`src/rtl/core/acpr_pkg.sv`:
```
// shared widths, field offsets and test-unit result type for the range-to-prefix block
package acpr_pkg;

    // default address width of the range arithmetic
    localparam int DEF_ADDR_BITS = 32;

    // fixed field widths of the stream payloads
    localparam int FIELD_ADDR_W = 32;
    localparam int LEN_W        = 6;

    // input tdata layout: lower_addr, lower_len, upper_addr, upper_len, padded to bytes
    localparam int IN_LO_ADDR_LSB = 0;
    localparam int IN_LO_LEN_LSB  = IN_LO_ADDR_LSB + FIELD_ADDR_W;
    localparam int IN_HI_ADDR_LSB = IN_LO_LEN_LSB + LEN_W;
    localparam int IN_HI_LEN_LSB  = IN_HI_ADDR_LSB + FIELD_ADDR_W;
    localparam int IN_USED_W      = IN_HI_LEN_LSB + LEN_W;
    localparam int IN_TDATA_W     = ((IN_USED_W + 7) / 8) * 8;

    // output tdata layout: prefix_addr, prefix_len, padded to bytes
    localparam int OUT_USED_W     = FIELD_ADDR_W + LEN_W;
    localparam int OUT_TDATA_W    = ((OUT_USED_W + 7) / 8) * 8;

    // result of one block test at a candidate prefix size
    typedef struct packed {
        logic fit;        // block is aligned and stays within the range end
        logic reach_end;  // block ends exactly at the range end
    } t_test_res;

endpackage

```
`src/rtl/core/acpr_test_unit.sv`:
```
// shared block test: alignment of the current address and fit below the range end
module acpr_test_unit
    import acpr_pkg::*;
#(
    parameter int ADDR_BITS = DEF_ADDR_BITS
) (
    input  logic [ADDR_BITS-1:0]             i_cur,
    input  logic [ADDR_BITS-1:0]             i_hi,
    input  logic [$clog2(ADDR_BITS+1)-1:0]   i_k,
    output t_test_res                        o_res,
    output logic [ADDR_BITS-1:0]             o_top
);

    localparam int KW = $clog2(ADDR_BITS + 1);

    logic [ADDR_BITS-1:0] w_mask;
    logic                 w_aligned;

    // low k bits set: host part of a block of 2^k addresses
    always_comb begin
        for (int i = 0; i < ADDR_BITS; i++) begin
            w_mask[i] = (KW'(i) < i_k);
        end
    end

    // aligned block tops out at cur | mask, so a plain compare checks the fit
    assign w_aligned       = ((i_cur & w_mask) == '0);
    assign o_top           = i_cur | w_mask;
    assign o_res.fit       = w_aligned && (o_top <= i_hi);
    assign o_res.reach_end = (o_top == i_hi);

endmodule

```
`src/rtl/core/address_range_to_cidr_prefixes.sv`:
```
// address range to cidr prefix decomposition, top level with sequencer
//
//  channel   dir  handshake                 payload
//  s         in   i_s_tvalid / o_s_tready   tdata: lower_addr, lower_len, upper_addr, upper_len
//  m         out  o_m_tvalid / i_m_tready   tdata: prefix_addr, prefix_len; tlast: last;
//                                           tuser: status
//
//  one input transaction takes a load step, an emit and a re-check per emitted prefix
//  and one step of the prefix-size search per candidate size tried.
//  the search walks one candidate size per cycle through the single shared block-test unit.
//  an empty range gives one error transaction, valid in the cycle after the load cycle.
//  i_rst_n is synchronous, active low, and returns the block to idle.
//  o_s_tready is high only while idle; a stalled output holds its transaction.
module address_range_to_cidr_prefixes
    import acpr_pkg::*;
#(
    parameter int ADDR_BITS = DEF_ADDR_BITS
) (
    input  logic                   i_clk,
    input  logic                   i_rst_n,
    input  logic                   i_s_tvalid,
    output logic                   o_s_tready,
    // [31:0] lower_addr, [37:32] lower_len, [69:38] upper_addr, [75:70] upper_len, zero pad
    input  logic [IN_TDATA_W-1:0]  i_s_tdata,
    output logic                   o_m_tvalid,
    input  logic                   i_m_tready,
    // [31:0] prefix_addr, [37:32] prefix_len, zero pad
    output logic [OUT_TDATA_W-1:0] o_m_tdata,
    output logic                   o_m_tlast,
    // [0] status
    output logic                   o_m_tuser
);

    localparam int KW = $clog2(ADDR_BITS + 1);
    localparam logic [KW-1:0]    K_MAX = KW'(ADDR_BITS);
    localparam logic [LEN_W-1:0] W_LEN = LEN_W'(ADDR_BITS);

    typedef enum logic [5:0] {
        S_IDLE  = 6'b000001,
        S_LOAD  = 6'b000010,
        S_UP    = 6'b000100,
        S_CHECK = 6'b001000,
        S_DOWN  = 6'b010000,
        S_EMIT  = 6'b100000
    } t_state;

    t_state               r_state, n_state;
    logic [ADDR_BITS-1:0] r_cur, n_cur;
    logic [ADDR_BITS-1:0] r_hi, n_hi;
    logic [KW-1:0]        r_k, n_k;
    logic                 r_reach, n_reach;
    logic                 r_err, n_err;

    logic [FIELD_ADDR_W-1:0]        w_lo_addr, w_hi_addr;
    logic [LEN_W-1:0]               w_lo_len, w_hi_len;
    logic [LEN_W-1:0]               w_lo_sat, w_hi_sat, w_lo_host, w_hi_host;
    logic [ADDR_BITS-1:0]           w_lo_mask, w_hi_mask;
    logic [ADDR_BITS+FIELD_ADDR_W-1:0] w_lo_pad, w_hi_pad, w_cur_pad;
    logic [ADDR_BITS-1:0]           w_lo, w_hi;
    logic [KW-1:0]                  w_test_k;
    t_test_res                      w_res;
    logic [ADDR_BITS-1:0]           w_top;
    logic [FIELD_ADDR_W-1:0]        w_out_addr;
    logic [LEN_W-1:0]               w_out_len;

    // unpack the input transaction
    assign w_lo_addr = i_s_tdata[IN_LO_ADDR_LSB +: FIELD_ADDR_W];
    assign w_lo_len  = i_s_tdata[IN_LO_LEN_LSB  +: LEN_W];
    assign w_hi_addr = i_s_tdata[IN_HI_ADDR_LSB +: FIELD_ADDR_W];
    assign w_hi_len  = i_s_tdata[IN_HI_LEN_LSB  +: LEN_W];

    // saturate mask lengths and form host masks
    assign w_lo_sat  = (w_lo_len > W_LEN) ? W_LEN : w_lo_len;
    assign w_hi_sat  = (w_hi_len > W_LEN) ? W_LEN : w_hi_len;
    assign w_lo_host = W_LEN - w_lo_sat;
    assign w_hi_host = W_LEN - w_hi_sat;

    always_comb begin
        for (int i = 0; i < ADDR_BITS; i++) begin
            w_lo_mask[i] = (LEN_W'(i) < w_lo_host);
            w_hi_mask[i] = (LEN_W'(i) < w_hi_host);
        end
    end

    // range start is the network address, range end the broadcast address
    assign w_lo_pad = {{ADDR_BITS{1'b0}}, w_lo_addr};
    assign w_hi_pad = {{ADDR_BITS{1'b0}}, w_hi_addr};
    assign w_lo     = w_lo_pad[ADDR_BITS-1:0] & ~w_lo_mask;
    assign w_hi     = w_hi_pad[ADDR_BITS-1:0] | w_hi_mask;

    // candidate size fed to the shared test unit
    always_comb begin
        case (r_state)
            S_LOAD:  w_test_k = '0;
            S_UP:    w_test_k = r_k + KW'(1);
            default: w_test_k = r_k;
        endcase
    end

    acpr_test_unit #(
        .ADDR_BITS (ADDR_BITS)
    ) u_test (
        .i_cur (r_cur),
        .i_hi  (r_hi),
        .i_k   (w_test_k),
        .o_res (w_res),
        .o_top (w_top)
    );

    // sequencer: grow the block size, emit, then re-check and shrink as needed
    always_comb begin
        n_state = r_state;
        n_cur   = r_cur;
        n_hi    = r_hi;
        n_k     = r_k;
        n_reach = r_reach;
        n_err   = r_err;
        case (r_state)
            S_IDLE: begin
                if (i_s_tvalid) begin
                    n_cur   = w_lo;
                    n_hi    = w_hi;
                    n_state = S_LOAD;
                end
            end
            S_LOAD: begin
                n_k = '0;
                if (w_res.fit) begin
                    n_err   = 1'b0;
                    n_reach = w_res.reach_end;
                    n_state = S_UP;
                end else begin
                    // start above end: empty range
                    n_err   = 1'b1;
                    n_state = S_EMIT;
                end
            end
            S_UP: begin
                if (r_k == K_MAX) begin
                    n_state = S_EMIT;
                end else if (w_res.fit) begin
                    n_k     = r_k + KW'(1);
                    n_reach = w_res.reach_end;
                end else begin
                    n_state = S_EMIT;
                end
            end
            S_CHECK: begin
                if (w_res.fit) begin
                    n_reach = w_res.reach_end;
                    n_state = S_UP;
                end else begin
                    n_k     = r_k - KW'(1);
                    n_state = S_DOWN;
                end
            end
            S_DOWN: begin
                if (w_res.fit) begin
                    n_reach = w_res.reach_end;
                    n_state = S_EMIT;
                end else begin
                    n_k = r_k - KW'(1);
                end
            end
            S_EMIT: begin
                if (i_m_tready) begin
                    if (r_err || r_reach) begin
                        n_state = S_IDLE;
                    end else begin
                        n_cur   = w_top + ADDR_BITS'(1);
                        n_state = S_CHECK;
                    end
                end
            end
            default: begin
                n_state = S_IDLE;
            end
        endcase
    end

    // control state
    always_ff @(posedge i_clk) begin
        if (!i_rst_n) begin
            r_state <= S_IDLE;
        end else begin
            r_state <= n_state;
        end
    end

    // working registers
    always_ff @(posedge i_clk) begin
        r_cur   <= n_cur;
        r_hi    <= n_hi;
        r_k     <= n_k;
        r_reach <= n_reach;
        r_err   <= n_err;
    end

    // output transaction
    assign w_cur_pad  = {{FIELD_ADDR_W{1'b0}}, r_cur};
    assign w_out_addr = r_err ? '0 : w_cur_pad[FIELD_ADDR_W-1:0];
    assign w_out_len  = r_err ? '0 : (W_LEN - LEN_W'(r_k));

    assign o_s_tready = (r_state == S_IDLE);
    assign o_m_tvalid = (r_state == S_EMIT);
    assign o_m_tdata  = {{(OUT_TDATA_W - OUT_USED_W){1'b0}}, w_out_len, w_out_addr};
    assign o_m_tlast  = r_err | r_reach;
    assign o_m_tuser  = r_err;

    // input and output sides are never open together
    a_one_side: assert property (@(posedge i_clk) disable iff (!i_rst_n)
        !(o_s_tready && o_m_tvalid))
        else $error("input ready while a result is pending");

    // an error transaction is a single last result with zero fields
    a_err_last: assert property (@(posedge i_clk) disable iff (!i_rst_n)
        (o_m_tvalid && o_m_tuser) |-> (o_m_tlast && (o_m_tdata == '0)))
        else $error("error result not last or not zeroed");

    // the emitted block never starts past the range end
    a_cur_in_range: assert property (@(posedge i_clk) disable iff (!i_rst_n)
        (r_state == S_EMIT && !r_err) |-> (r_cur <= r_hi))
        else $error("prefix start beyond range end");

    // size never exceeds the address width
    a_k_bound: assert property (@(posedge i_clk) disable iff (!i_rst_n)
        (r_state != S_IDLE && r_state != S_LOAD) |-> (r_k <= K_MAX))
        else $error("prefix size out of range");

    // taking the last result frees the input side
    a_last_frees: assert property (@(posedge i_clk) disable iff (!i_rst_n)
        (o_m_tvalid && i_m_tready && o_m_tlast) |=> o_s_tready)
        else $error("block not idle after last result");

endmodule

```
`config.mk`:
```
export PLATFORM = sky130hd
export DESIGN_NAME = address_range_to_cidr_prefixes
export DESIGN_NICKNAME = d
export VERILOG_FILES = /design/src/rtl/core/acpr_pkg.sv /design/src/rtl/core/acpr_test_unit.sv /design/src/rtl/core/address_range_to_cidr_prefixes.sv
export SDC_FILE = /design/constraint.sdc
export NUM_CORES = 1
export LEC_CHECK = 0
export BUFFER_PORTS_ARGS = -buffer_cell sky130_fd_sc_hd__buf_2
export CORE_MARGIN = 10
export CORE_UTILIZATION = 40
export CTS_BUF_LIST = sky130_fd_sc_hd__clkbuf_8 sky130_fd_sc_hd__clkbuf_16
export DETAILED_ROUTE_END_ITERATION = 7
export PLACE_DENSITY_LB_ADDON = 0.15
export SYNTH_ARGS = -nofsm -noshare
export SYNTH_HDL_FRONTEND = slang
export SYNTH_HIERARCHICAL = 1
export SYNTH_SLANG_ARGS = --single-unit
```
`constraint.sdc`:
```
create_clock -name i_clk -period 8.26 [get_ports i_clk]
set_clock_uncertainty 0.05 [all_clocks]
set_input_delay 0.413 -clock i_clk [delete_from_list [all_inputs] [get_ports i_clk]]
set_output_delay 0.413 -clock i_clk [all_outputs]
set_load 0.005 [all_outputs]
```
==> metrics list <==
- Result of the run: completed
* Clock Root Buffer: clkbuf_16
- The number of hold buffers added after CTS was 0.
- For this configuration, the core starts out at a cell density of 40.8%.
- Sum of overflow across all layers after global routing: 0
* Maximum root-to-sink buffer count: 2
- Area of the placeable core: ~17000 µm²
* Worst IR Drop VDD: 0.106 mV
- First-pass GRT wire length: between 30 and 40 mm
* Via/cell ratio: 5.69
- Fill cells in the final layout number about 1.7k.
* Router iterations before antenna repair: 6
- Antenna fix cells: 0
* Multiplexer fraction of the synthesized cell area: less than 1%
- Clk Latency, worst-skew pair: 0.35 ns
- Counting tap cells, the placed design contains a total of 1112 instances.
- Summing all non-filler instances in the final layout gives an area of 7820 µm².
* Die X: approximately 150 µm
- After clock tree synthesis, the clock-pin slew on the worst setup and hold paths is about 0.06 ns.
* Hold Crit Depth: 2
- Number of cells upsized or downsized after cts: 0
- In this run the worst hold path is classified as in2reg.
- H-Tree Level Count: 3
- Post-synthesis area per instance: 8.45 µm²
- Number of endpoints with negative hold slack in the final report: 0
- TritonCTS built the clock tree.
- Along the worst path, the maximum fanout reaches 18.
- Vias: 6418
- Antenna violations before repair: 0
- Setup repair after global routing left no endpoint under its margin.
- Summing internal, switching and leakage power gives 0.00163 W.
- STA classifies the critical path startpoint as a flop.
- After synthesis the netlist holds a flip-flop and latch count of 78.
- Post-route non-filler standard cell count: 1128
- Adder-cell share of the synthesized area: 7.33%
* Via count of the first global-routing pass: 6319
- The worst register-to-register path has a depth of 15.
- Post-Route WL: approximately 22 mm
- In this run the vertical extent of the chip is about 150 µm.
- After synthesis, the share of flip-flops with an asynchronous set or reset is 0%.
* Top Ports: roughly 130
* Simple-gate area share of the yosys netlist: approximately 25%
- Endpoint type of the worst setup path: flop
* Total CTS buffers: 9
- Synth Warn #: 6
- Final critical-path required period: between 5 and 6 ns
* All-Layer GR Usage: 19.4%
- Final cycle utilization of the critical path: 70.8%
- The total count of max-transition violations in the final report is 0.
- NumNets Final: slightly above 1k
- The share of synthesized area in the top cell type comes to 31.8%.
- The floorplan has between 40 and 50 rows.
- The tree built by TritonCTS fans out to approximately 80 sinks.
- Among all flip-flop cells after synthesis, the most frequent one is edfxtp_1.
- Number of max-capacitance violations reported: 0
- The area growth from synthesis to layout is 15.2%.
- After legalization and detailed placement, the total HPWL measured roughly 18 mm.
* Xor and xnor fraction of the mapped netlist area: under 10%
- Largest net degree at the start of global routing: 40
- Data arrival time of the critical path: 5.78 ns
- Routed length per instance: 19.4 µm
* Post-route antenna net violation count: 0
- Slew HR: 24.9%
* Setup TNS: 0 ns
- Final setup violating endpoints: 0
- Ranking of synthesized cells by instance count: 77 x nand2_1, 72 x edfxtp_1, 60 x nor2_1, 57 x inv_1, 51 x o21ai_0
- At the pin with the least slew margin, the transition time is 1.12 ns.
- Post-synth top area cell: edfxtp_1
* Post-synthesis instance area: just under 7000 µm²
- Derived from the worst setup path, the maximum achievable clock frequency is around 0.17 GHz.
* DIE AREA: ~23000 µm²
- Fin Hold WS: 0.252 ns
- Share of the yosys chip area belonging to registers: between 30% and 40%
* Count leader, synth: nand2_1
- Weighted congestion at the end of routability-driven global placement: roughly 0.94
* Dominant cells by area after synthesis: edfxtp_1 32%, ha_1 7.2%, nand2_1 4.3%
- Ratio of total power to cell area: between 200 and 250 nW/µm²
* Share of layout cells above drive strength 1: 19.6%
* Post-CTS repair timing setup buffer count: 0
- Compound-Gate Fraction of Synth Area: 21.4%
* Post-synth EDFFs: just over 70
- First-iteration detailed-routing DRC count: 550
- After detailed routing, the number of remaining DRC violations is 0.
- Main combinational cell family by area after synthesis: simple AND/OR/NAND/NOR gates
* Count of port buffers added during placement: approximately 120
- After technology mapping, the gate count stands at approximately 800.
* Count of cell types in the netlist: 82
- After detailed placement, the total cell area comes to roughly 7500 µm².
* Critical path class: reg2reg
- Required arrival time at the worst endpoint: just over 8 ns
- Leakage power summed over all cells: between 3 and 4 nW
## layout make-up
cell class / instances / area [µm²] / area share (%)
Clock buffer: 9 / 225 / 2.88
Clock inverter: 7 / 72.6 / 0.928
Inverter: 59 / 221 / 2.83
Multi-Input combinational cell: 625 / 4070 / 52.1
Sequential cell: 78 / 2280 / 29.2
Tap cell: 220 / 275 / 3.52
Timing Repair Buffer: 130 / 673 / 8.60
## state kept, by name, summed over array words and instances (netlist names)
register and flops:
o_m_tuser 1, r_cur 32, r_hi 32, r_k 6, r_reach 1, r_state 6
## cells by family (layout without fill, tap and decap cells)
logic type	count (synthesis)	in the layout
other cells	1	2
flops	78	78
compound gates	219	219
fa+ha+maj	40	40
xor+xnor	38	38
simple gates	322	322
mux	4	4
buf+inv	102	205
## power breakdown
group	internal, W	switching [W]	total (W)
clock	0.000234	0.000168	0.000403
combinational	0.000234	0.000370	0.000604
sequential	0.000541	0.0000776	0.000619
total	0.00101	0.000616	0.00163
## cells in the final DEF, fill, tap and decap left out, types with 9 or more instances in the layout
cell type	n
buf_2	121
nand2_1	77
edfxtp_1	72
nor2_1	60
inv_1	57
a21oi_1	50
o21ai_0	49
ha_1	39
nor2b_1	38
xor2_1	27
o22ai_1	21
nand3_1	20
nand4_1	16
or3_1	16
or2_2	15
nor3_1	14
and3_1	13
xnor2_1	11
a211o_1	11
a21o_1	11
nand2b_1	9
clkbuf_16	9
buf_4	9
## worst max-delay path: stages (launching register included)
cell       delay [ns]
dfxtp_1          0.39
or4_4            0.59
nor2_2           0.37
nor2_1           0.19
o21ai_0          0.18
o21ai_0          0.10
buf_4            0.23
or4_4            0.55
or3b_2           0.55
ha_1             0.34
o211ai_1         0.08
a2111oi_0        0.48
a211oi_1         0.10
or3_1            0.36
and4_1           0.30
o211ai_1         0.61
## worst paths after layout
path / slack (ns) / endpoint / from
min: 0.25 / r_state[0]$_SDFFE_PN1P_ / i_rst_n
max: 2.41 / r_k[0]$_DFFE_PP_ / r_state[4]$_SDFFE_PN0P_
min reg2reg: 0.60 / r_state[3]$_SDFFE_PN0P_ / r_reach$_DFFE_PP_
max reg2reg: 2.41 / r_k[0]$_DFFE_PP_ / r_state[4]$_SDFFE_PN0P_
## through the flow
step                      utilization [%]  worst slack (ns)
final                                47.0              2.41
after global routing                 47.0              1.95
after CTS                            47.0              2.42
after detailed placement             45.2              2.45
after global placement               45.2              2.46
after floorplan                         -              3.33
## layer usage
metal / vias up / track usage [%] / share of wire (%)
li1: 3148 / - / -
met1: 3009 / 24.6 / 43
met2: 220 / 31.2 / 46
met3: 41 / 3.45 / 6.6
met4: 0 / 9.86 / 3.8
met5: - / 0 / 0
(Power assumes the default switching activity.)
